==> src/rtl/core/ppu_pkg.sv <==
// shared types, codes and constants of the picture-unit register port
package ppu_pkg;

   localparam int NAMETABLE_BYTES  = 2048;
   localparam int SPRITE_MEM_BYTES = 256;
   localparam int PALETTE_ENTRIES  = 32;

   localparam int NT_AW  = $clog2(NAMETABLE_BYTES);
   localparam int SPR_AW = $clog2(SPRITE_MEM_BYTES);
   localparam int PAL_AW = $clog2(PALETTE_ENTRIES);

   localparam int OP_W   = 2;
   localparam int REG_W  = 3;
   localparam int BYTE_W = 8;
   localparam int VA_W   = 16;
   localparam int DOT_W  = 9;

   typedef enum logic [OP_W-1:0] {
      OP_TICK  = 2'd0,
      OP_READ  = 2'd1,
      OP_WRITE = 2'd2
   } op_type;

   localparam logic [REG_W-1:0] REG_CTRL     = 3'd0;
   localparam logic [REG_W-1:0] REG_MASK     = 3'd1;
   localparam logic [REG_W-1:0] REG_STATUS   = 3'd2;
   localparam logic [REG_W-1:0] REG_OAM_ADDR = 3'd3;
   localparam logic [REG_W-1:0] REG_OAM_DATA = 3'd4;
   localparam logic [REG_W-1:0] REG_SCROLL   = 3'd5;
   localparam logic [REG_W-1:0] REG_ADDR     = 3'd6;
   localparam logic [REG_W-1:0] REG_DATA     = 3'd7;

   localparam logic [VA_W-1:0] STEP_NARROW = 16'd1;
   localparam logic [VA_W-1:0] STEP_WIDE   = 16'd32;

   localparam logic [3:0] NT_PAGE  = 4'h2;
   localparam logic [7:0] PAL_PAGE = 8'h3F;

   localparam logic [DOT_W-1:0] DOT_LAST     = 9'd340;
   localparam logic [DOT_W-1:0] LINE_VBLANK  = 9'd241;
   localparam logic [DOT_W-1:0] LINE_LAST    = 9'd260;
   localparam logic [DOT_W-1:0] LINE_PRE     = 9'h1FF;

   typedef enum logic [1:0] {
      RES_FIXED  = 2'd0,
      RES_SPRITE = 2'd1,
      RES_DATA   = 2'd2
   } res_type;

   typedef enum logic [1:0] {
      SRC_NONE = 2'd0,
      SRC_NT   = 2'd1,
      SRC_PAL  = 2'd2
   } src_type;

   typedef struct packed {
      res_type           kind;
      src_type           src;
      logic              high;
      logic [BYTE_W-1:0] rd;
      logic              nmi;
      logic              done;
   } stage_type;

endpackage

==> src/rtl/core/ppu_ifs.sv <==
// valid/ready channel interfaces for request, response and csr words
interface ppu_req_if;
   logic                          valid;
   logic                          ready;
   logic [ppu_pkg::OP_W-1:0]      operation;
   logic [ppu_pkg::REG_W-1:0]     register_index;
   logic [ppu_pkg::BYTE_W-1:0]    write_data;
   modport source (output valid, operation, register_index, write_data, input ready);
   modport sink   (input valid, operation, register_index, write_data, output ready);
endinterface


interface ppu_csr_if;
   logic valid;
   logic ready;
   logic mirroring_mode;
   modport source (output valid, mirroring_mode, input ready);
   modport sink   (input valid, mirroring_mode, output ready);
endinterface

==> src/rtl/core/ppu_front.sv <==
// request stage: register file, frame timer, address mapping, ram access and clearing pass
module ppu_front (
   input  logic                       clock,
   input  logic                       reset,
   ppu_req_if.sink                    req,
   ppu_csr_if.sink                    csr,
   input  logic                       back_ready,
   output logic                       push,
   output ppu_pkg::stage_type         stage,
   output logic                       nt_we,
   output logic [ppu_pkg::NT_AW-1:0]  nt_waddr,
   output logic [ppu_pkg::NT_AW-1:0]  nt_raddr,
   output logic                       spr_we,
   output logic [ppu_pkg::SPR_AW-1:0] spr_waddr,
   output logic [ppu_pkg::SPR_AW-1:0] spr_raddr,
   output logic                       pal_we,
   output logic [ppu_pkg::PAL_AW-1:0] pal_waddr,
   output logic [ppu_pkg::PAL_AW-1:0] pal_raddr,
   output logic [ppu_pkg::BYTE_W-1:0] wdata
);
   import ppu_pkg::*;

   logic [BYTE_W-1:0] ctrl_ff, ctrl_in;
   logic [1:0]        status_ff, status_in;
   logic [SPR_AW-1:0] oam_addr_ff, oam_addr_in;
   logic              toggle_ff, toggle_in;
   logic [BYTE_W-1:0] last_ff, last_in;
   logic [VA_W-1:0]   vaddr_ff, vaddr_in;
   logic [DOT_W-1:0]  dot_ff, dot_in;
   logic [DOT_W-1:0]  scan_ff, scan_in;
   logic              mirror_ff;
   logic              clear_ff;
   logic [NT_AW-1:0]  clr_cnt_ff;

   logic [DOT_W-1:0]  dot_a, dot_b, scan_b;
   logic              wrap_frame;
   logic [VA_W-1:0]   vaddr_step;
   logic              in_nt, in_pal, is_high;
   logic [NT_AW-1:0]  nt_idx;
   logic [PAL_AW-1:0] pal_ridx, pal_widx;
   logic [REG_W-1:0]  reg_idx;

   assign req.ready = !clear_ff && back_ready;
   assign csr.ready = 1'b1;
   assign push      = req.valid && req.ready;
   assign reg_idx   = req.register_index;

   // video address decode
   assign in_nt   = (vaddr_ff[15:12] == NT_PAGE);
   assign in_pal  = (vaddr_ff[15:8] == PAL_PAGE);
   assign is_high = (vaddr_ff[15:8] >= PAL_PAGE);
   // horizontal pairs quadrants by bit 11, vertical by bit 10
   assign nt_idx  = {(mirror_ff ? vaddr_ff[10] : vaddr_ff[11]), vaddr_ff[9:0]};
   assign pal_ridx = (vaddr_ff[1:0] == 2'b00) ? '0 : vaddr_ff[PAL_AW-1:0];
   // backdrop writes outside 3f00-3f0f land with bit 4 of the entry flipped
   assign pal_widx = {vaddr_ff[4] ^ ((vaddr_ff[1:0] == 2'b00) && (vaddr_ff[7:4] != 4'h0)),
                      vaddr_ff[3:0]};
   assign vaddr_step = vaddr_ff + (ctrl_ff[2] ? STEP_WIDE : STEP_NARROW);

   // dot/scanline advance for one tick
   always_comb begin
      dot_a = (scan_ff == '0 && dot_ff == '0) ? 9'd1 : dot_ff;
      wrap_frame = 1'b0;
      if (dot_a > DOT_LAST) begin
         dot_b  = '0;
         scan_b = scan_ff + 9'd1;
         if (scan_ff == LINE_LAST) begin
            scan_b     = LINE_PRE;
            wrap_frame = 1'b1;
         end
      end else begin
         dot_b  = dot_a;
         scan_b = scan_ff;
      end
   end

   always_comb begin
      ctrl_in     = ctrl_ff;
      status_in   = status_ff;
      oam_addr_in = oam_addr_ff;
      toggle_in   = toggle_ff;
      last_in     = last_ff;
      vaddr_in    = vaddr_ff;
      dot_in      = dot_ff;
      scan_in     = scan_ff;
      stage       = '{kind: RES_FIXED, src: SRC_NONE, high: is_high, rd: '0,
                      nmi: 1'b0, done: 1'b0};
      nt_we       = 1'b0;
      spr_we      = 1'b0;
      pal_we      = 1'b0;
      if (push) begin
         case (op_type'(req.operation))
            OP_TICK: begin
               if (scan_ff == LINE_PRE && dot_ff == 9'd1) begin
                  status_in = '0;
               end
               if (scan_b == LINE_VBLANK && dot_b == 9'd1) begin
                  status_in[1] = 1'b1;
                  stage.nmi    = ctrl_ff[7];
               end
               stage.done = wrap_frame;
               dot_in     = dot_b + 9'd1;
               scan_in    = scan_b;
            end
            OP_READ: begin
               unique case (reg_idx)
                  REG_STATUS: begin
                     stage.rd     = {status_ff, 6'b0};
                     status_in[1] = 1'b0;
                     toggle_in    = 1'b0;
                  end
                  REG_OAM_DATA: begin
                     stage.kind = RES_SPRITE;
                  end
                  REG_DATA: begin
                     stage.kind = RES_DATA;
                     stage.src  = in_nt ? SRC_NT : (in_pal ? SRC_PAL : SRC_NONE);
                     vaddr_in   = vaddr_step;
                  end
                  default: begin
                  end
               endcase
            end
            OP_WRITE: begin
               unique case (reg_idx)
                  REG_CTRL:     ctrl_in = req.write_data;
                  REG_OAM_ADDR: oam_addr_in = req.write_data;
                  REG_OAM_DATA: begin
                     spr_we      = 1'b1;
                     oam_addr_in = oam_addr_ff + 8'd1;
                  end
                  REG_SCROLL:   toggle_in = ~toggle_ff;
                  REG_ADDR: begin
                     if (toggle_ff) begin
                        vaddr_in = {last_ff, req.write_data};
                        ctrl_in  = {ctrl_ff[7:2], 2'b00};
                     end
                     toggle_in = ~toggle_ff;
                     last_in   = req.write_data;
                  end
                  REG_DATA: begin
                     nt_we    = in_nt;
                     pal_we   = in_pal;
                     vaddr_in = vaddr_step;
                  end
                  // mask and status writes have no effect without rendering
                  REG_MASK, REG_STATUS: begin
                  end
                  default: begin
                  end
               endcase
            end
            default: begin
            end
         endcase
      end
      if (clear_ff) begin
         nt_we  = 1'b1;
         spr_we = 1'b1;
         pal_we = 1'b1;
      end
   end

   assign wdata     = clear_ff ? '0 : req.write_data;
   assign nt_waddr  = clear_ff ? clr_cnt_ff : nt_idx;
   assign spr_waddr = clear_ff ? clr_cnt_ff[SPR_AW-1:0] : oam_addr_ff;
   assign pal_waddr = clear_ff ? clr_cnt_ff[PAL_AW-1:0] : pal_widx;
   assign nt_raddr  = nt_idx;
   assign spr_raddr = oam_addr_ff;
   assign pal_raddr = pal_ridx;

   always_ff @(posedge clock) begin
      if (reset) begin
         ctrl_ff     <= '0;
         status_ff   <= '0;
         oam_addr_ff <= '0;
         toggle_ff   <= 1'b0;
         last_ff     <= '0;
         vaddr_ff    <= '0;
         dot_ff      <= '0;
         scan_ff     <= '0;
         mirror_ff   <= 1'b0;
         clear_ff    <= 1'b1;
         clr_cnt_ff  <= '0;
      end else begin
         ctrl_ff     <= ctrl_in;
         status_ff   <= status_in;
         oam_addr_ff <= oam_addr_in;
         toggle_ff   <= toggle_in;
         last_ff     <= last_in;
         vaddr_ff    <= vaddr_in;
         dot_ff      <= dot_in;
         scan_ff     <= scan_in;
         if (csr.valid) begin
            mirror_ff <= csr.mirroring_mode;
         end
         if (clear_ff) begin
            clr_cnt_ff <= clr_cnt_ff + 1'b1;
            if (&clr_cnt_ff) begin
               clear_ff <= 1'b0;
            end
         end
      end
   end

   a_scan_range: assert property (@(posedge clock) disable iff (reset)
      (scan_ff <= LINE_LAST) || (scan_ff == LINE_PRE))
      else $error("scanline out of range");

   a_dot_range: assert property (@(posedge clock) disable iff (reset)
      dot_ff <= (DOT_LAST + 9'd1))
      else $error("dot count out of range");

   a_nmi_vblank: assert property (@(posedge clock) disable iff (reset)
      (push && stage.nmi) |=> status_ff[1])
      else $error("nmi without vblank");
endmodule

==> src/flat_wrapper.sv <==
// flat-port wrapper written by rule: the top's interface ports become plain ports
module ppu_front_flat import ppu_pkg::*;
  (clock, reset, back_ready, push, stage, nt_we, nt_waddr, nt_raddr, spr_we, spr_waddr, spr_raddr, pal_we, pal_waddr, pal_raddr, wdata, req_valid, req_operation, req_register_index, req_write_data, req_ready, csr_valid, csr_mirroring_mode, csr_ready);
  ppu_req_if req_i ();
  ppu_csr_if csr_i ();
  input  logic clock;
  input  logic reset;
  input  logic back_ready;
  output logic push;
  output ppu_pkg::stage_type stage;
  output logic nt_we;
  output logic [ppu_pkg::NT_AW-1:0] nt_waddr;
  output logic [ppu_pkg::NT_AW-1:0] nt_raddr;
  output logic spr_we;
  output logic [ppu_pkg::SPR_AW-1:0] spr_waddr;
  output logic [ppu_pkg::SPR_AW-1:0] spr_raddr;
  output logic pal_we;
  output logic [ppu_pkg::PAL_AW-1:0] pal_waddr;
  output logic [ppu_pkg::PAL_AW-1:0] pal_raddr;
  output logic [ppu_pkg::BYTE_W-1:0] wdata;
  input wire logic [$bits(req_i.valid)-1:0] req_valid;
  input wire logic [$bits(req_i.operation)-1:0] req_operation;
  input wire logic [$bits(req_i.register_index)-1:0] req_register_index;
  input wire logic [$bits(req_i.write_data)-1:0] req_write_data;
  output wire logic [$bits(req_i.ready)-1:0] req_ready;
  input wire logic [$bits(csr_i.valid)-1:0] csr_valid;
  input wire logic [$bits(csr_i.mirroring_mode)-1:0] csr_mirroring_mode;
  output wire logic [$bits(csr_i.ready)-1:0] csr_ready;
  assign req_i.valid = req_valid;
  assign req_i.operation = req_operation;
  assign req_i.register_index = req_register_index;
  assign req_i.write_data = req_write_data;
  assign req_ready = req_i.ready;
  assign csr_i.valid = csr_valid;
  assign csr_i.mirroring_mode = csr_mirroring_mode;
  assign csr_ready = csr_i.ready;
  ppu_front u_core (.clock(clock), .reset(reset), .req(req_i), .csr(csr_i), .back_ready(back_ready), .push(push), .stage(stage), .nt_we(nt_we), .nt_waddr(nt_waddr), .nt_raddr(nt_raddr), .spr_we(spr_we), .spr_waddr(spr_waddr), .spr_raddr(spr_raddr), .pal_we(pal_we), .pal_waddr(pal_waddr), .pal_raddr(pal_raddr), .wdata(wdata));
endmodule
==> config.mk <==
export PLATFORM = sky130hd
export DESIGN_NAME = ppu_front_flat
export DESIGN_NICKNAME = d
export VERILOG_FILES = /design/src/rtl/core/ppu_pkg.sv /design/src/rtl/core/ppu_ifs.sv /design/src/rtl/core/ppu_front.sv /design/src/flat_wrapper.sv
export SDC_FILE = /design/constraint.sdc
export NUM_CORES = 1
export LEC_CHECK = 0
export BUFFER_PORTS_ARGS = -buffer_cell sky130_fd_sc_hd__buf_2
export CORE_MARGIN = 2
export CORE_UTILIZATION = 25
export CTS_BUF_LIST = sky130_fd_sc_hd__clkbuf_16
export DETAILED_ROUTE_END_ITERATION = 16
export GPL_TIMING_DRIVEN = 0
export PLACE_DENSITY = 0.44
export SETUP_SLACK_MARGIN = 0.4
export SYNTH_ARGS = -nofsm -noshare
export SYNTH_HDL_FRONTEND = slang
export SYNTH_SLANG_ARGS = --single-unit
==> constraint.sdc <==
create_clock -name clock -period 4.4 [get_ports clock]
set_input_delay 0.22 -clock clock [delete_from_list [all_inputs] [get_ports clock]]
set_output_delay 0.22 -clock clock [all_outputs]
set_load 0.05 [all_outputs]
After elaboration in Yosys (flattened, before gate mapping)
Cells that the tools add are included.

cells by class
  $add $sub $neg = 5
  bitwise logic cells = 3
  reductions and logical operators = 25
  multiplexer cells = 51
  eq/ne operators = 21
  magnitude comparators = 2

operators with widths
  operator                                                                             number
  16-bit one-hot mux with 2 select lines                                               2
  9-bit 2-to-1 mux                                                                     4
  16-bit 2-to-1 mux                                                                    2
  8-bit 2-to-1 mux                                                                     4
  8-bit one-hot mux with 2 select lines                                                2
  1-bit 2-to-1 mux                                                                     21
  9-bit by 1-bit adder with 9-bit output, second input constant                        2
  9-bit by 1-bit == test with 1-bit output, second input constant                      2
  9-bit == test, second input constant                                                 2
  9-bit zero test                                                                      2
  16-bit adder                                                                         1
  3-bit == test, second input constant                                                 4
  2-bit 2-to-1 mux                                                                     6
  4-bit AND reduction                                                                  3
  11-bit by 1-bit adder with 11-bit output, second input constant                      1
  11-bit 2-to-1 mux                                                                    1
  11-bit AND reduction                                                                 1
  10-bit 2-to-1 mux                                                                    1
  5-bit 2-to-1 mux                                                                     2
  9-bit by 8-bit == test with 1-bit output, second input constant                      1
  9-bit greater-than comparator, second input constant                                 1
  8-bit by 1-bit adder with 8-bit output, second input constant                        1
  8-bit by 6-bit == test with 1-bit output, second input constant                      1
  8-bit by 6-bit greater-or-equal comparator with 1-bit output, second input constant  1
  other kinds (24)                                                                     39

storage, ports and cells
  bits in registers = 71
  bits of input ports = 19
  output and inout bits = 77

Logic depth before layout (Yosys ltp)
  depth in word-level cells = 10
  mapped depth = 12

Worst setup path before layout
OpenSTA, ideal clock, no wires.

  path type = register to output
  start point = register u_core.dot_ff[2]
  end point = output stage[1] in the netlist's numbering
  cell stages (with the launch flop) = 10
  data required time = 4.180 ns
  path buffers = 0
  arrival = 3.006 ns
  setup slack = 1.174 ns
  path through = dfxtp_1 -> or4_1 -> nor3_1 -> a31oi_1 -> nor2_1 -> ha_1 -> nand3_1 -> nor4_1 -> a21oi_1 -> nor3_1

RTL lines
  element                 line                text
  start, declared         ppu_front.sv:29     logic [DOT_W-1:0] dot_ff, dot_in;
  start signal, assigned  ppu_front.sv:192    dot_ff <= dot_in;
  end, declared           flat_wrapper.sv:10  output ppu_pkg::stage_type stage;

==> results.py <==
metrics = {
    "die": {
        "coreArea_sq_um": 17100,
        "rows": 48,
        "fp.dieW_um": 136,
        "boundaryPins": 96,
        "start_util_pct": 25.3,
        "die_area_sq_um": 18400,
        "die_h_um": 136,
    },
    "critical_path": {
        "crit_top_cell": "nor3_1",
        "r2r-end": "u_core.dot_ff[6]",
        "path_buf_inv": 1,
        "worst_path_largest_cell_delay_ns": 0.59,
        "cp_max_fo": 6,
        "critPathTopFamily": "simple AND/OR/NAND/NOR gates",
        "required_ns": 4.18,
        "cp-end-kind": "output port",
        "cp.arrival_ns": 3.13,
        "reg2reg_depth": 11,
        "r2r_slack_ns": 1.67,
        "crit_chain": "or4_1 -> nor3_1 -> a31oi_1 -> nor2_1 -> ha_1 -> nand3_1 -> nor4_1 -> a21oi_1 -> nor3_1 -> buf_2",
        "r2r_start": "u_core.dot_ff[2]",
        "criticalPathCategory": "reg -> out",
        "slowest_stage": "or4_1",
        "start_kind": "flop",
    },
    "synthesis": {
        "synth_top_area_share_pct": 31.0,
        "synth-seq-area-share_pct": 31.0,
        "synthFlopType": "dfxtp_1",
        "yosysTopAreaCell": "dfxtp_1",
        "synth-seq-cells": 67,
        "synth_edf_count": 0,
        "synthTopCellsByArea": "dfxtp_1 31%, o21ai_0 5.8%, nor2_1 5.6%",
        "synth_area_per_cell_sq_um": 7.40,
        "synth_area_sq_um": 4330,
        "async_reset_ff_share_pct": 0,
        "yosysWarnings": 0,
        "netlist_instances": 585,
        "ys_types": 60,
    },
    "grt": {
        "grt_use_total_pct": 16.5,
        "antenna_found_initial": 1,
        "grt_max_degree": 11,
        "grt_pass1_vias": 4273,
        "grt_pass1_wl_um": 23400,
        "grt_overflow": 0,
    },
    "sta": {
        "period_share_pct": 76.1,
        "final-setup-viol-count": 0,
        "final-hold-violation-count": 0,
        "worst_hold_slack_ns": 0.128,
        "grt_setup_unrepaired": "no",
        "fin_crit_ns": 3.35,
        "finalMaxSlewViolations": 0,
        "fin_ws_ns": 1.05,
        "fmax_ghz": 0.299,
        "finalSetupTns_ns": 0,
        "tightestPinTransition_ns": 0.895,
        "fin_worst_skew_ns": 0.00532,
        "max_slew_margin_pct": 40.1,
    },
    "cts": {
        "cts_hold_buffers": 0,
        "worstSkewPairLatency_ns": 0.34,
        "h-tree-depth": 3,
        "clock_sinks": 67,
        "cts_resized": 0,
        "post_cts_buffers": 0,
        "cts_max_path_buffers": 2,
        "cts_made_buffers": 9,
        "cts.clk_slew.worst_paths_ns": 0.05,
        "cts-root-buf": "clkbuf_16",
        "cts_tree": "yes",
    },
    "placement": {
        "place_congestion": 0.885,
        "dpl_cell_area_sq_um": 5070,
        "dp_hpwl_um": 11400,
        "place_inst": 902,
        "dp_slack_ns": 1.42,
        "port_buffers": 86,
    },
    "route": {
        "routedWlPerCell_um": 16.5,
        "drt_first_pass_iters": 5,
        "drt_iter0_drc": 291,
        "viasPerCell": 4.96,
        "num_vias": 4561,
        "drc": 0,
        "routed_wirelength_um": 15200,
        "antenna_left": 0,
    },
    "layout": {
        "nFillCells": 1874,
        "syn_to_final_growth_pct": 23.5,
        "stdcell_area_sq_um": 5350,
        "post-route-util_pct": 31.2,
        "layout.cells.most_common": "buf_2",
        "finalNonFillerCells": 919,
        "most-common-layout-cells": "88 x buf_2, 67 x dfxtp_1, 65 x nor2_1",
        "drive_gt1_share_pct": 20.3,
        "nets": 720,
    },
    "worst_hold_path": {
        "hold_path_end": "u_core.mirror_ff",
        "min-delay-start": "csr_mirroring_mode",
        "min_path_cells": 3,
        "hold_class": "in -> reg",
    },
    "pwr": {
        "p_total_mw": 1.46,
        "irDropWorstVdd_mv": 0.151,
        "leakagePower_nw": 2.22,
        "powerDensity_nw_per_um2": 273,
    },
    "flow_run": {
        "maxCapViolations": 0,
    },
    "status": {
        "outcome": "finished, final reports clean",
    },
}
-- per-layer routing --
metal	global-route usage, %	up-vias	share of wire, %
met5	0	-	0
met4	7.70	0	2.6
met3	2.62	27	4.6
met2	24.6	130	45
met1	23.2	2160	48
li1	-	2244	-
-- final cells by class --
| type | instances | area [sq um] | area share, % |
|---|---|---|---|
| Multi-Input combinational cell | 439 | 2590 | 48.4 |
| Sequential cell | 67 | 1340 | 25.1 |
| Timing Repair Buffer | 86 | 430 | 8.05 |
| Buffer | 58 | 325 | 6.08 |
| Tap cell | 225 | 282 | 5.26 |
| Clock buffer | 9 | 225 | 4.21 |
| Inverter | 27 | 101 | 1.90 |
| Clock inverter | 7 | 53.8 | 1.01 |
| Antenna cell | 1 | 2.50 | 0.0468 |
-- synth_stat cells, types with 5 or more instances --
| library cell | n |
|---|---|
| xor2_1 | 8 |
| nor2b_1 | 10 |
| or3_1 | 8 |
| a211oi_1 | 11 |
| and3_1 | 19 |
| mux2i_1 | 14 |
| nand3_1 | 22 |
| and2_1 | 6 |
| a311oi_1 | 7 |
| inv_1 | 26 |
| nor2_1 | 65 |
| nand4_1 | 6 |
| o21ai_0 | 50 |
| dfxtp_1 | 67 |
| mux2_2 | 6 |
| o21ai_1 | 12 |
| buf_4 | 23 |
| nand2_1 | 60 |
| ha_1 | 13 |
| clkbuf_1 | 30 |
| a21oi_1 | 38 |
| a22oi_1 | 8 |
| a31oi_1 | 5 |
| a21o_1 | 5 |
-- power by group --
group / switching [mW] / internal (mW)
Clock: 0.271 / 0.427
Combinational: 0.108 / 0.0401
Sequential: 0.00340 / 0.611
-- worst max path at each step --
| stage | end | startpoint | cells after the start |
|---|---|---|---|
| after floorplan | stage[1] | u_core.dot_ff[2] | 9 |
| after global placement | stage[1] | u_core.dot_ff[2] | 10 |
| after detailed placement | stage[1] | u_core.dot_ff[2] | 10 |
| after CTS | stage[1] | u_core.dot_ff[2] | 10 |
| after global routing | stage[1] | u_core.scan_ff[4] | 10 |
| final | stage[1] | u_core.dot_ff[2] | 10 |
-- registers in the layout, summed over array words and instances, names as in the netlist --
name and count:
u_core.mirror_ff 1, u_core.toggle_ff 1, u_core.spr_raddr 8, u_core.last_ff 8, u_core.scan_ff 9, u_core.clear_ff 1
u_core.vaddr_ff 16, u_core.status_ff 1, u_core.clr_cnt_ff 11, u_core.ctrl_ff 2, u_core.dot_ff 9
-- worst register-to-register path, stage by stage, from the launching register on --
cell and delay [ns]:
dfxtp_1 0.35, or4_1 0.60, nor3_1 0.26, a31oi_1 0.11, nor2_1 0.21, ha_1 0.23, and3_2 0.22, nand3_1 0.11
or3_1 0.32, a21oi_1 0.12, a21oi_1 0.05, nor2_1 0.09
-- kinds of logic after synthesis --
kind of cell / synth area share [%]
other: 0.173
DFF: 31.0
buffers and inverters: 9.85
adders and majority gates: 3.76
and+or+nand+nor: 26.3
AOI/OAI and AO/OA: 22.2
xor gates and xnor gates: 2.02
muxes: 4.79
Note: power is estimated with default switching activity, not from simulation.
