<file path="src/rtl/core/ppu_pkg.sv">
// shared types, codes and constants of the picture-unit register port
package ppu_pkg;

   localparam int NAMETABLE_BYTES  = 2048;
   localparam int SPRITE_MEM_BYTES = 256;
   localparam int PALETTE_ENTRIES  = 32;

   localparam int NT_AW  = $clog2(NAMETABLE_BYTES);
   localparam int SPR_AW = $clog2(SPRITE_MEM_BYTES);
   localparam int PAL_AW = $clog2(PALETTE_ENTRIES);

   localparam int OP_W   = 2;
   localparam int REG_W  = 3;
   localparam int BYTE_W = 8;
   localparam int VA_W   = 16;
   localparam int DOT_W  = 9;

   typedef enum logic [OP_W-1:0] {
      OP_TICK  = 2'd0,
      OP_READ  = 2'd1,
      OP_WRITE = 2'd2
   } op_type;

   localparam logic [REG_W-1:0] REG_CTRL     = 3'd0;
   localparam logic [REG_W-1:0] REG_MASK     = 3'd1;
   localparam logic [REG_W-1:0] REG_STATUS   = 3'd2;
   localparam logic [REG_W-1:0] REG_OAM_ADDR = 3'd3;
   localparam logic [REG_W-1:0] REG_OAM_DATA = 3'd4;
   localparam logic [REG_W-1:0] REG_SCROLL   = 3'd5;
   localparam logic [REG_W-1:0] REG_ADDR     = 3'd6;
   localparam logic [REG_W-1:0] REG_DATA     = 3'd7;

   localparam logic [VA_W-1:0] STEP_NARROW = 16'd1;
   localparam logic [VA_W-1:0] STEP_WIDE   = 16'd32;

   localparam logic [3:0] NT_PAGE  = 4'h2;
   localparam logic [7:0] PAL_PAGE = 8'h3F;

   localparam logic [DOT_W-1:0] DOT_LAST     = 9'd340;
   localparam logic [DOT_W-1:0] LINE_VBLANK  = 9'd241;
   localparam logic [DOT_W-1:0] LINE_LAST    = 9'd260;
   localparam logic [DOT_W-1:0] LINE_PRE     = 9'h1FF;

   typedef enum logic [1:0] {
      RES_FIXED  = 2'd0,
      RES_SPRITE = 2'd1,
      RES_DATA   = 2'd2
   } res_type;

   typedef enum logic [1:0] {
      SRC_NONE = 2'd0,
      SRC_NT   = 2'd1,
      SRC_PAL  = 2'd2
   } src_type;

   typedef struct packed {
      res_type           kind;
      src_type           src;
      logic              high;
      logic [BYTE_W-1:0] rd;
      logic              nmi;
      logic              done;
   } stage_type;

endpackage

</file>
<file path="src/rtl/core/ppu_ifs.sv">


interface ppu_rsp_if;
   logic                          valid;
   logic                          ready;
   logic [ppu_pkg::BYTE_W-1:0]    read_data;
   logic                          nmi_request;
   logic                          frame_done;
   modport source (output valid, read_data, nmi_request, frame_done, input ready);
   modport sink   (input valid, read_data, nmi_request, frame_done, output ready);
endinterface


</file>
<file path="src/rtl/core/ppu_back.sv">
// response stage: ram data select, read buffer and output register
module ppu_back (
   input  logic                       clock,
   input  logic                       reset,
   input  logic                       push,
   input  ppu_pkg::stage_type         stage,
   input  logic [ppu_pkg::BYTE_W-1:0] nt_rdata,
   input  logic [ppu_pkg::BYTE_W-1:0] spr_rdata,
   input  logic [ppu_pkg::BYTE_W-1:0] pal_rdata,
   output logic                       back_ready,
   ppu_rsp_if.source                  rsp
);
   import ppu_pkg::*;

   logic              b_valid_ff, b_valid_in;
   stage_type         b_stage_ff;
   logic              c_valid_ff, c_valid_in;
   logic [BYTE_W-1:0] c_rd_ff;
   logic              c_nmi_ff, c_done_ff;
   logic [BYTE_W-1:0] buf_ff, buf_in;
   logic              adv_b;
   logic [BYTE_W-1:0] vid_new, rd_b;

   assign adv_b      = b_valid_ff && (!c_valid_ff || rsp.ready);
   assign back_ready = !b_valid_ff || adv_b;
   assign b_valid_in = push || (b_valid_ff && !adv_b);
   assign c_valid_in = adv_b || (c_valid_ff && !rsp.ready);

   always_comb begin
      case (b_stage_ff.src)
         SRC_NT:  vid_new = nt_rdata;
         SRC_PAL: vid_new = pal_rdata;
         default: vid_new = '0;
      endcase
      case (b_stage_ff.kind)
         RES_SPRITE: rd_b = spr_rdata;
         RES_DATA:   rd_b = b_stage_ff.high ? vid_new : buf_ff;
         default:    rd_b = b_stage_ff.rd;
      endcase
      buf_in = (adv_b && b_stage_ff.kind == RES_DATA) ? vid_new : buf_ff;
   end

   always_ff @(posedge clock) begin
      if (reset) begin
         b_valid_ff <= 1'b0;
         c_valid_ff <= 1'b0;
         buf_ff     <= '0;
      end else begin
         b_valid_ff <= b_valid_in;
         c_valid_ff <= c_valid_in;
         buf_ff     <= buf_in;
      end
      if (push) begin
         b_stage_ff <= stage;
      end
      if (adv_b) begin
         c_rd_ff   <= rd_b;
         c_nmi_ff  <= b_stage_ff.nmi;
         c_done_ff <= b_stage_ff.done;
      end
   end

   assign rsp.valid       = c_valid_ff;
   assign rsp.read_data   = c_rd_ff;
   assign rsp.nmi_request = c_nmi_ff;
   assign rsp.frame_done  = c_done_ff;

   a_no_overrun: assert property (@(posedge clock) disable iff (reset)
      push |-> (!b_valid_ff || adv_b))
      else $error("stage overwritten while busy");

   a_tick_no_byte: assert property (@(posedge clock) disable iff (reset)
      (c_valid_ff && (c_nmi_ff || c_done_ff)) |-> (c_rd_ff == '0))
      else $error("tick word carries read data");

   a_nmi_not_wrap: assert property (@(posedge clock) disable iff (reset)
      c_valid_ff |-> !(c_nmi_ff && c_done_ff))
      else $error("nmi and frame wrap on one tick");
endmodule

</file>
<file path="src/flat_wrapper.sv">
// flat-port wrapper written by rule: the top's interface ports become plain ports
module ppu_back_flat import ppu_pkg::*;
  (clock, reset, push, stage, nt_rdata, spr_rdata, pal_rdata, back_ready, rsp_valid, rsp_read_data, rsp_nmi_request, rsp_frame_done, rsp_ready);
  ppu_rsp_if rsp_i ();
  input  logic clock;
  input  logic reset;
  input  logic push;
  input  ppu_pkg::stage_type stage;
  input  logic [ppu_pkg::BYTE_W-1:0] nt_rdata;
  input  logic [ppu_pkg::BYTE_W-1:0] spr_rdata;
  input  logic [ppu_pkg::BYTE_W-1:0] pal_rdata;
  output logic back_ready;
  output wire logic [$bits(rsp_i.valid)-1:0] rsp_valid;
  output wire logic [$bits(rsp_i.read_data)-1:0] rsp_read_data;
  output wire logic [$bits(rsp_i.nmi_request)-1:0] rsp_nmi_request;
  output wire logic [$bits(rsp_i.frame_done)-1:0] rsp_frame_done;
  input wire logic [$bits(rsp_i.ready)-1:0] rsp_ready;
  assign rsp_valid = rsp_i.valid;
  assign rsp_read_data = rsp_i.read_data;
  assign rsp_nmi_request = rsp_i.nmi_request;
  assign rsp_frame_done = rsp_i.frame_done;
  assign rsp_i.ready = rsp_ready;
  ppu_back u_core (.clock(clock), .reset(reset), .push(push), .stage(stage), .nt_rdata(nt_rdata), .spr_rdata(spr_rdata), .pal_rdata(pal_rdata), .back_ready(back_ready), .rsp(rsp_i));
endmodule
</file>
<file path="config.mk">
export PLATFORM = sky130hd
export DESIGN_NAME = ppu_back_flat
export DESIGN_NICKNAME = d
export VERILOG_FILES = /design/src/rtl/core/ppu_pkg.sv /design/src/rtl/core/ppu_ifs.sv /design/src/rtl/core/ppu_back.sv /design/src/flat_wrapper.sv
export SDC_FILE = /design/constraint.sdc
export NUM_CORES = 1
export LEC_CHECK = 0
export BUFFER_PORTS_ARGS = -buffer_cell sky130_fd_sc_hd__buf_2
export CORE_MARGIN = 2
export CORE_UTILIZATION = 46
export CTS_BUF_LIST = sky130_fd_sc_hd__clkbuf_4 sky130_fd_sc_hd__clkbuf_8
export DETAILED_ROUTE_END_ITERATION = 10
export PLACE_DENSITY_LB_ADDON = 0.2
export SYNTH_ARGS = -nofsm -noshare
export SYNTH_HDL_FRONTEND = slang
export SYNTH_SLANG_ARGS = --single-unit
export TNS_END_PERCENT = 1
</file>
<file path="constraint.sdc">
create_clock -name clock -period 1.4 [get_ports clock]
set_input_delay 0.07 -clock clock [delete_from_list [all_inputs] [get_ports clock]]
set_output_delay 0.07 -clock clock [all_outputs]
set_load 0.02 [all_outputs]
</file>
# Word level (Yosys, flattened, before mapping)
# Index checks and enable logic that the tools add are counted.
totals:
  romBits: 0
  n_memories: 0
  in_bits: 43
  word_cells: 31
  reg_bits: 35
  output_inout_bits: 12
  latchBits: 0
  ramBits: 0
op_classes:
  n_reduce_logical: 12
  shifts: 0
  n_div: 0
  n_mux: 3
  n_mul: 0
  n_eq_ne: 4
  n_bitwise: 0
  n_lt_le_gt_ge: 0
  n_addsub: 0
op_table:
  columns: ["operator", "count"]
  rows:
  - ["$pmux 8 s2", 2]
  - ["$mux 8", 1]
  - ["$eq 2x1->1 const B", 2]
  - ["$eq 2x2->1 const B", 2]
  - ["$logic_and 1x1->1", 4]
  - ["$logic_not 1->1", 4]
  - ["$logic_or 1x1->1", 4]

# Longest topological paths before layout
# Gate-level depths: netlist of run 1.
logic_depth:
  depth_word: 6
  depth_mapped: 6
  mapped_depth_nobuf: 5

# Worst setup path after synthesis of run 1
# OpenSTA, ideal clock, no wires.
synth_timing:
  path_type: "register to register"
  startpoint: "register u_core.b_stage_ff[13] (netlist name)"
  endpoint: "register u_core.c_rd_ff[0] (netlist: u_core.rsp.read_data[0]) (data pin)"
  period_less_slack_ns: 1.445
  stages_incl_launch_ff: 6
  required_ns: 1.134
  arrival_ns: 1.179
  n_path_buf: 1
  setup_time_ns: 0.266
  slack_ns: -0.045
  cell_sequence: "edfxtp_1 inv_1 ha_1 clkbuf_1 a221oi_1 a21oi_1"
synth_via:
  elab_chain_len: 2
  elab_cells_between_ends: 3
  classes_between: "2 x eq/ne; 1 x mux"
synth_lines:
  columns: ["item", "line_no", "rtl"]
  rows:
  - ["start, declared", "ppu_back.sv:16", "stage_type b_stage_ff;"]
  - ["start signal, assigned", "ppu_back.sv:54", "b_stage_ff <= stage;"]
  - ["$eq 2x2->1 or $eq 2x1->1 (tied branches)", "ppu_back.sv:35", "case (b_stage_ff.kind)"]
  - ["$pmux 8 s2 (*)", "ppu_back.sv:35", null]
  - ["via u_core.rd_b[0]", "ppu_back.sv:22", "logic [BYTE_W-1:0] vid_new, rd_b;"]
  - ["end signal, assigned", "ppu_back.sv:57", "c_rd_ff <= rd_b;"]
  - ["end, declared", "ppu_back.sv:18", "logic [BYTE_W-1:0] c_rd_ff;"]
# The timed path passes the listed nets; every way through them passes the cells marked *.
# A chain may end at the register's enable or synchronous reset.

# Worst setup path after layout of run 1
layout_timing:
  startpoint: "register u_core.b_stage_ff[14] (netlist name)"
  endpoint: "register u_core.c_rd_ff[7] (netlist: u_core.rsp.read_data[7]) (data pin)"
# Same word-level chain as after synthesis.

==> results.sh, run 1 <==
export IMPL_worstSetupEndpointType="flop"
export IMPL_setup_viol=3
export IMPL_clockBufferDepth=2
export IMPL_drive_above_1_share_pct=47.3
export IMPL_initial_core_util_pct=48.9
export IMPL_drt_pass1_iterations=4
export IMPL_holdCritPathClass="in2reg"
export IMPL_root_buffer="clkbuf_4"
export IMPL_grt_pass1_vias=1186
export IMPL_die_area_mm2=0.00374
export IMPL_cts_sinks=35
export IMPL_cp_arrival_ns=1.50
export IMPL_port_buffers=54
export IMPL_die_x_um=61.2
export IMPL_io_pins=55
export IMPL_max_stage_delay_ns=0.44
export IMPL_ant_nets=0
export IMPL_critPathTopFamily="flip-flops"
export IMPL_pwr_density_cell_mw_per_mm2=1030
export IMPL_nets=232
export IMPL_p_int_mw=1.64
export IMPL_worst_setup_path_type="reg2reg"
export IMPL_globalplace_congestion=0.719
export IMPL_max_vdd_ir_drop_mv=0.762
export IMPL_syn2layout_area_growth_pct=40.8
export IMPL_seq_area_frac_synth_pct=63.2
export IMPL_clock_skew_ns=0.0101
export IMPL_synth_cell_types=22
export IMPL_power_leakage_nw=0.861
export IMPL_worst_slew_pin_slew_ns=0.448
export IMPL_final_cell_mix="buf_2, edfxtp_1, dlygate4sd3_1"
export IMPL_report_final_hold_viol_count=0
export IMPL_viasPerCell=5.15
export IMPL_rows=20
export IMPL_core_area_mm2=0.00308
export IMPL_path_buf_inv=1
export IMPL_critPathMaxFanout=8
export IMPL_rsz0062_at_grt="yes"
export IMPL_insertedDiodeCount=0
export IMPL_final_common_cell="buf_2"
export IMPL_num_vias=1184
export IMPL_gr_total_overflow=0
export IMPL_path_cells="ha_4 > buf_6 > and3b_2 > nand2_1 > a21oi_1"
export IMPL_grt_max_degree=19
export IMPL_synthesis_area_mm2=0.00150
export IMPL_clkPwrFrac_pct=24.7
export IMPL_hpwlAfterDp_um=2080
export IMPL_drc=0
export IMPL_violations="setup timing"
export IMPL_crit_required_ns=1.48
export IMPL_fin_ws_ns=-0.0188
export IMPL_p_sw_mw=0.531
export IMPL_fmax_mhz=705
export IMPL_wl_per_cell_um=13.6
export IMPL_startpoint_type="flop"
export IMPL_final_util_pct=68.8
export IMPL_antenna_found_initial=0
export IMPL_placed_cells=205
export IMPL_p_seq_share_pct=55.9
export IMPL_synthCells=110
export IMPL_relSlewSlack_pct=70.1
export IMPL_p_comb_share_pct=19.3
export IMPL_htreeDepth=2
export IMPL_ys_ff_latch=35
export IMPL_synth_nets=157
export IMPL_swShare_pct=24.5
export IMPL_numCtsBuffers=5
export IMPL_worstSkewPairLatency_ns=0.32
export IMPL_grt_pass1_wl_um=4930
export IMPL_cts_tree="yes"
export IMPL_track_usage_pct=18.5
export IMPL_place_ws_ns=-0.207
export IMPL_path_clk_slew_ns=0.10
export IMPL_fin_cells=230
export IMPL_syn_avg_cell_area_um2=13.7
export IMPL_synth_warnings=0
export IMPL_drv_slew=0
export IMPL_drt_total_wl_um=3120
export IMPL_status="finished with violations"
export IMPL_maxCapViolCount=0
export IMPL_crit_path_top_delay_cell="edfxtp_1"
export IMPL_drt_iter0_drc=41
export IMPL_fin_crit_ns=1.42
export IMPL_dieHeight_um=61.2
export IMPL_fin_crit_sh_pct=101
through the flow:
stage / power [mW] / instance area (µm²) / TNS, ns / hold WS (ns)
floorplan: 1.45 / 1520 / -0.115 / 0.142
global placement: 1.57 / 1820 / -1.62 / 0.247
detailed placement: 1.58 / 1820 / -2.14 / 0.249
CTS: 2.16 / 2070 / -0.286 / 0.100
global route: 2.28 / 2120 / -0.508 / 0.121
finish: 2.17 / 2120 / -0.0383 / 0.125
timing repair:
| item | CTS | global route |
|---|---|---|
| setup buffers | 1 | 0 |
| gates resized for setup | 5 | 13 |
| hold buffers | 16 | 0 |
| setup endpoints to repair | 16 | 16 |
| pin swaps | 4 | 18 |
| cloned | 0 | 0 |
| endpoints found under the hold margin | 17 | 0 |
flip-flops by register name (all words and copies together) (netlist names):
signal,flops
u_core.buf_ff,8
u_core.b_stage_ff,15
u_core.rsp.nmi_request,1
u_core.b_valid_ff,1
u_core.rsp.valid,1
u_core.rsp.frame_done,1
u_core.rsp.read_data,8
area by class of cell:
type                            instances  area, µm²
Fill cell                             210        960
Sequential cell                        35        951
Multi-Input combinational cell         64        564
Timing Repair Buffer                   75        475
Tap cell                               44       55.1
Clock buffer                            7       52.6
Inverter                                4       15.0
Clock inverter                          1       5.00
cells by family after synthesis:
| group | count (synthesis) | share of synthesized area [%] |
|---|---|---|
| AND/OR/NAND/NOR | 26 | 10.6 |
| AO/OA/AOI/OAI | 34 | 18.9 |
| buffers and inverters | 11 | 3.91 |
| adder cells (fa/ha/maj) | 4 | 3.33 |
| flip-flops | 35 | 63.2 |
worst min-delay path, stage by stage:
cell and delay (ns):
buf_2 0.08, a22o_1 0.13, a32o_1 0.15
power groups by stage:
stage	registers (mW)	logic (mW)	clock network, mW
after floorplan	1.26	0.190	0
after global placement	1.23	0.336	0
after detailed placement	1.23	0.345	0
after CTS	1.21	0.394	0.559
after global routing	1.22	0.457	0.602
final	1.21	0.419	0.537
layer usage:
metal | up-vias | track usage [%] | share of wire, %
met5 | - | 0 | 0
met4 | 0 | 7.76 | 0.67
met3 | 2 | 5.04 | 7.6
met2 | 52 | 33.1 | 51
met1 | 554 | 20.5 | 41
li1 | 576 | - | -
final timing paths:
path,start,end,slack (ns),cells after the start
max reg2reg,u_core.b_stage_ff[14]$_DFFE_PP_,u_core.rsp.read_data[7]$_DFFE_PP_,-0.02,5
max,u_core.b_stage_ff[14]$_DFFE_PP_,u_core.rsp.read_data[7]$_DFFE_PP_,-0.02,5
min,nt_rdata[0],u_core.buf_ff[0]$_SDFFE_PP0P_,0.12,3
min reg2reg,u_core.b_stage_ff[1]$_DFFE_PP_,u_core.rsp.nmi_request$_DFFE_PP_,0.43,0
cells in the mapped netlist:
cell type	number	share of area, %
inv_1	4	1.0
a31oi_2	1	0.83
clkbuf_2	1	0.33
nor3b_4	1	1.2
edfxtp_1	25	50
and3b_1	1	0.58
and2_4	1	0.58
nor2b_1	9	3.7
buf_6	2	1.5
a21oi_1	9	3.0
a221oi_1	7	4.1
ha_1	4	3.3
dfxtp_1	10	13
nor2_1	3	0.75
nand2b_4	1	0.91
clkbuf_1	3	0.75
buf_2	1	0.33
and2b_2	1	0.58
a32o_1	8	5.3
a221oi_2	1	1.0
a22o_1	8	4.7
nand2_1	9	2.2
Power figures use the tool's default switching activity.
==> inputs of run 2 (changes only) <==
Settings changed: CORE_UTILIZATION 46 to 50.
Clock period 1.4 ns to 1.41 ns, I/O delays scaled along.
==> run 2 against run 1 <==
The run ends with DRC, setup timing left. Worst hold slack worse by 0.028 ns. Die area down 7.5%. Maximum frequency up 0.58%. Sequential share of layout area up 0.053 points. Clock-buffer cell count down 1. Sequential cell count unchanged. First-iteration DRC count up 4.9%. Critical path depth down 1. Combinational power up 1%.
==> results.sh, run 2 (synthesized netlist as in run 1, its figures left out) <==
export IMPL_nets=233
export IMPL_fin_crit_ns=1.41
export IMPL_drt_total_wl_um=3310
export IMPL_gr_total_overflow=0
export IMPL_whs_endpoint="u_core.rsp.read_data[4]$_DFFE_PP_"
export IMPL_top_register="u_core.b_stage_ff"
export IMPL_drv_slew=0
export IMPL_max_vdd_ir_drop_mv=0.718
export IMPL_core_area_mm2=0.00281
export IMPL_timing_rr_end="u_core.rsp.read_data[1]$_DFFE_PP_"
export IMPL_holdCritPathClass="in2reg"
export IMPL_worst_setup_path_type="reg2reg"
export IMPL_worst_slew_pin_slew_ns=0.361
export IMPL_rsz0062_at_grt="yes"
export IMPL_setup_tns_ns=-0.000638
export IMPL_power_leakage_nw=0.864
export IMPL_cts_tree="yes"
export IMPL_crit_required_ns=1.49
export IMPL_largest_reg_flops=15
export IMPL_globalplace_congestion=0.770
export IMPL_grt_pass1_wl_um=5110
export IMPL_final_common_cell="buf_2"
export IMPL_dieHeight_um=58.8
export IMPL_path_clk_slew_ns=0.10
export IMPL_numCtsBuffers=5
export IMPL_final_cell_mix="buf_2, edfxtp_1, dlygate4sd3_1"
export IMPL_critPathMaxFanout=8
export IMPL_hpwlAfterDp_um=2110
export IMPL_root_buffer="clkbuf_4"
export IMPL_initial_core_util_pct=53.6
export IMPL_min_path_cells=3
export IMPL_r2r_start="u_core.b_stage_ff[14]$_DFFE_PP_"
export IMPL_setup_viol=1
export IMPL_wl_per_cell_um=15.2
export IMPL_fmax_mhz=709
export IMPL_cp_arrival_ns=1.49
export IMPL_insertedDiodeCount=0
export IMPL_worstSetupEndpointType="flop"
export IMPL_fin_ws_ns=-0.000638
export IMPL_relSlewSlack_pct=75.9
export IMPL_drt_iter0_drc=43
export IMPL_violations="DRC, setup timing"
export IMPL_report_final_hold_viol_count=0
export IMPL_track_usage_pct=20.3
export IMPL_pwr_density_cell_mw_per_mm2=1020
export IMPL_ant_nets=0
export IMPL_status="finished with violations"
export IMPL_rows=19
export IMPL_grt_max_degree=19
export IMPL_fin_crit_sh_pct=100
export IMPL_die_area_mm2=0.00346
export IMPL_drc=5
export IMPL_startpoint_type="flop"
export IMPL_port_buffers=54
export IMPL_clock_skew_ns=0.00946
export IMPL_syn2layout_area_growth_pct=40.7
export IMPL_hold_ws_ns=0.0966
export IMPL_worstHoldStart="spr_rdata[4]"
export IMPL_viasPerCell=5.60
export IMPL_r2r_cells=4
export IMPL_cts_sinks=35
export IMPL_worstSkewPairLatency_ns=0.33
export IMPL_io_pins=55
export IMPL_grt_pass1_vias=1251
export IMPL_maxCapViolCount=0
export IMPL_htreeDepth=2
export IMPL_antenna_found_initial=0
export IMPL_drt_pass1_iterations=7
export IMPL_clockBufferDepth=2
export IMPL_die_x_um=58.8
export IMPL_drive_above_1_share_pct=46.5
export IMPL_num_vias=1220
export IMPL_reg2reg_slack_ns=-0.0006
-- run 2: cell types whose count changed in the layout (fill, tap and decap cells not counted), sizes merged --
cell,change
buf,+1
clkbuf,-1
clkinvlp,+1
-- run 2: power by group --
group	leakage [nW]	switching (mW)	internal (mW)
Clock	0.0317	0.314	0.211
Combinational	0.510	0.204	0.220
Sequential	0.322	0.0274	1.18
Total	0.864	0.545	1.61
-- run 2: worst max-delay path by stage --
stage                                    startpoint                                 to  cells past startpoint  slack, ns
floorplan           u_core.b_stage_ff[13]$_DFFE_PP_  u_core.rsp.read_data[0]$_DFFE_PP_                      5     -0.006
global placement    u_core.b_stage_ff[13]$_DFFE_PP_  u_core.rsp.read_data[6]$_DFFE_PP_                      5      -0.20
detailed placement  u_core.b_stage_ff[13]$_DFFE_PP_  u_core.rsp.read_data[6]$_DFFE_PP_                      5      -0.23
CTS                 u_core.b_stage_ff[12]$_DFFE_PP_  u_core.rsp.read_data[4]$_DFFE_PP_                      4     -0.004
global route        u_core.b_stage_ff[11]$_DFFE_PP_  u_core.rsp.read_data[6]$_DFFE_PP_                      5      -0.06
finish              u_core.b_stage_ff[14]$_DFFE_PP_  u_core.rsp.read_data[1]$_DFFE_PP_                      4    -0.0006
-- run 2: what timing repair did --
item                       CTS  global route
setup buffers                0             0
setup endpoints to repair   16            16
pin swaps                    9             9
hold buffers                16             0
resized for setup            9             8
hold endpoints to repair    16             0
-- run 2: through the flow --
stage | area (µm²) | std cells | worst slack [ns] | util (%) | power [mW]
floorplan | 1520 | 110 | -0.00643 | - | 1.44
global placement | 1830 | 196 | -0.196 | 65.3 | 1.56
detailed placement | 1830 | 196 | -0.235 | 65.3 | 1.58
CTS | 2070 | 218 | -0.00420 | 74.0 | 2.15
global route | 2120 | 218 | -0.0592 | 75.4 | 2.26
finish | 2120 | 218 | -0.000638 | 75.4 | 2.16
-- run 2: layout make-up --
class	instances	area (µm²)
repair buffers	76	483
multi-input cells	64	571
well taps	31	38.8
fillers	187	689
inverters	4	15.0
clock inverters	2	12.5
clock buffers	6	45.0
flip-flops and latches	35	951
-- run 2: worst max-delay path, stage by stage, from the launching register on --
cell	delay [ns]
edfxtp_1	0.45
ha_4	0.20
nor2b_4	0.16
a221oi_1	0.25
a21oi_1	0.10
-- run 2: layer usage --
| metal | routed length (µm) | GRT usage [%] |
|---|---|---|
| met1 | 1240 | 20.0 |
| met5 | 0 | 0 |
| met3 | 203 | 4.84 |
| met2 | 1820 | 38.9 |
| met4 | 51 | 10.1 |
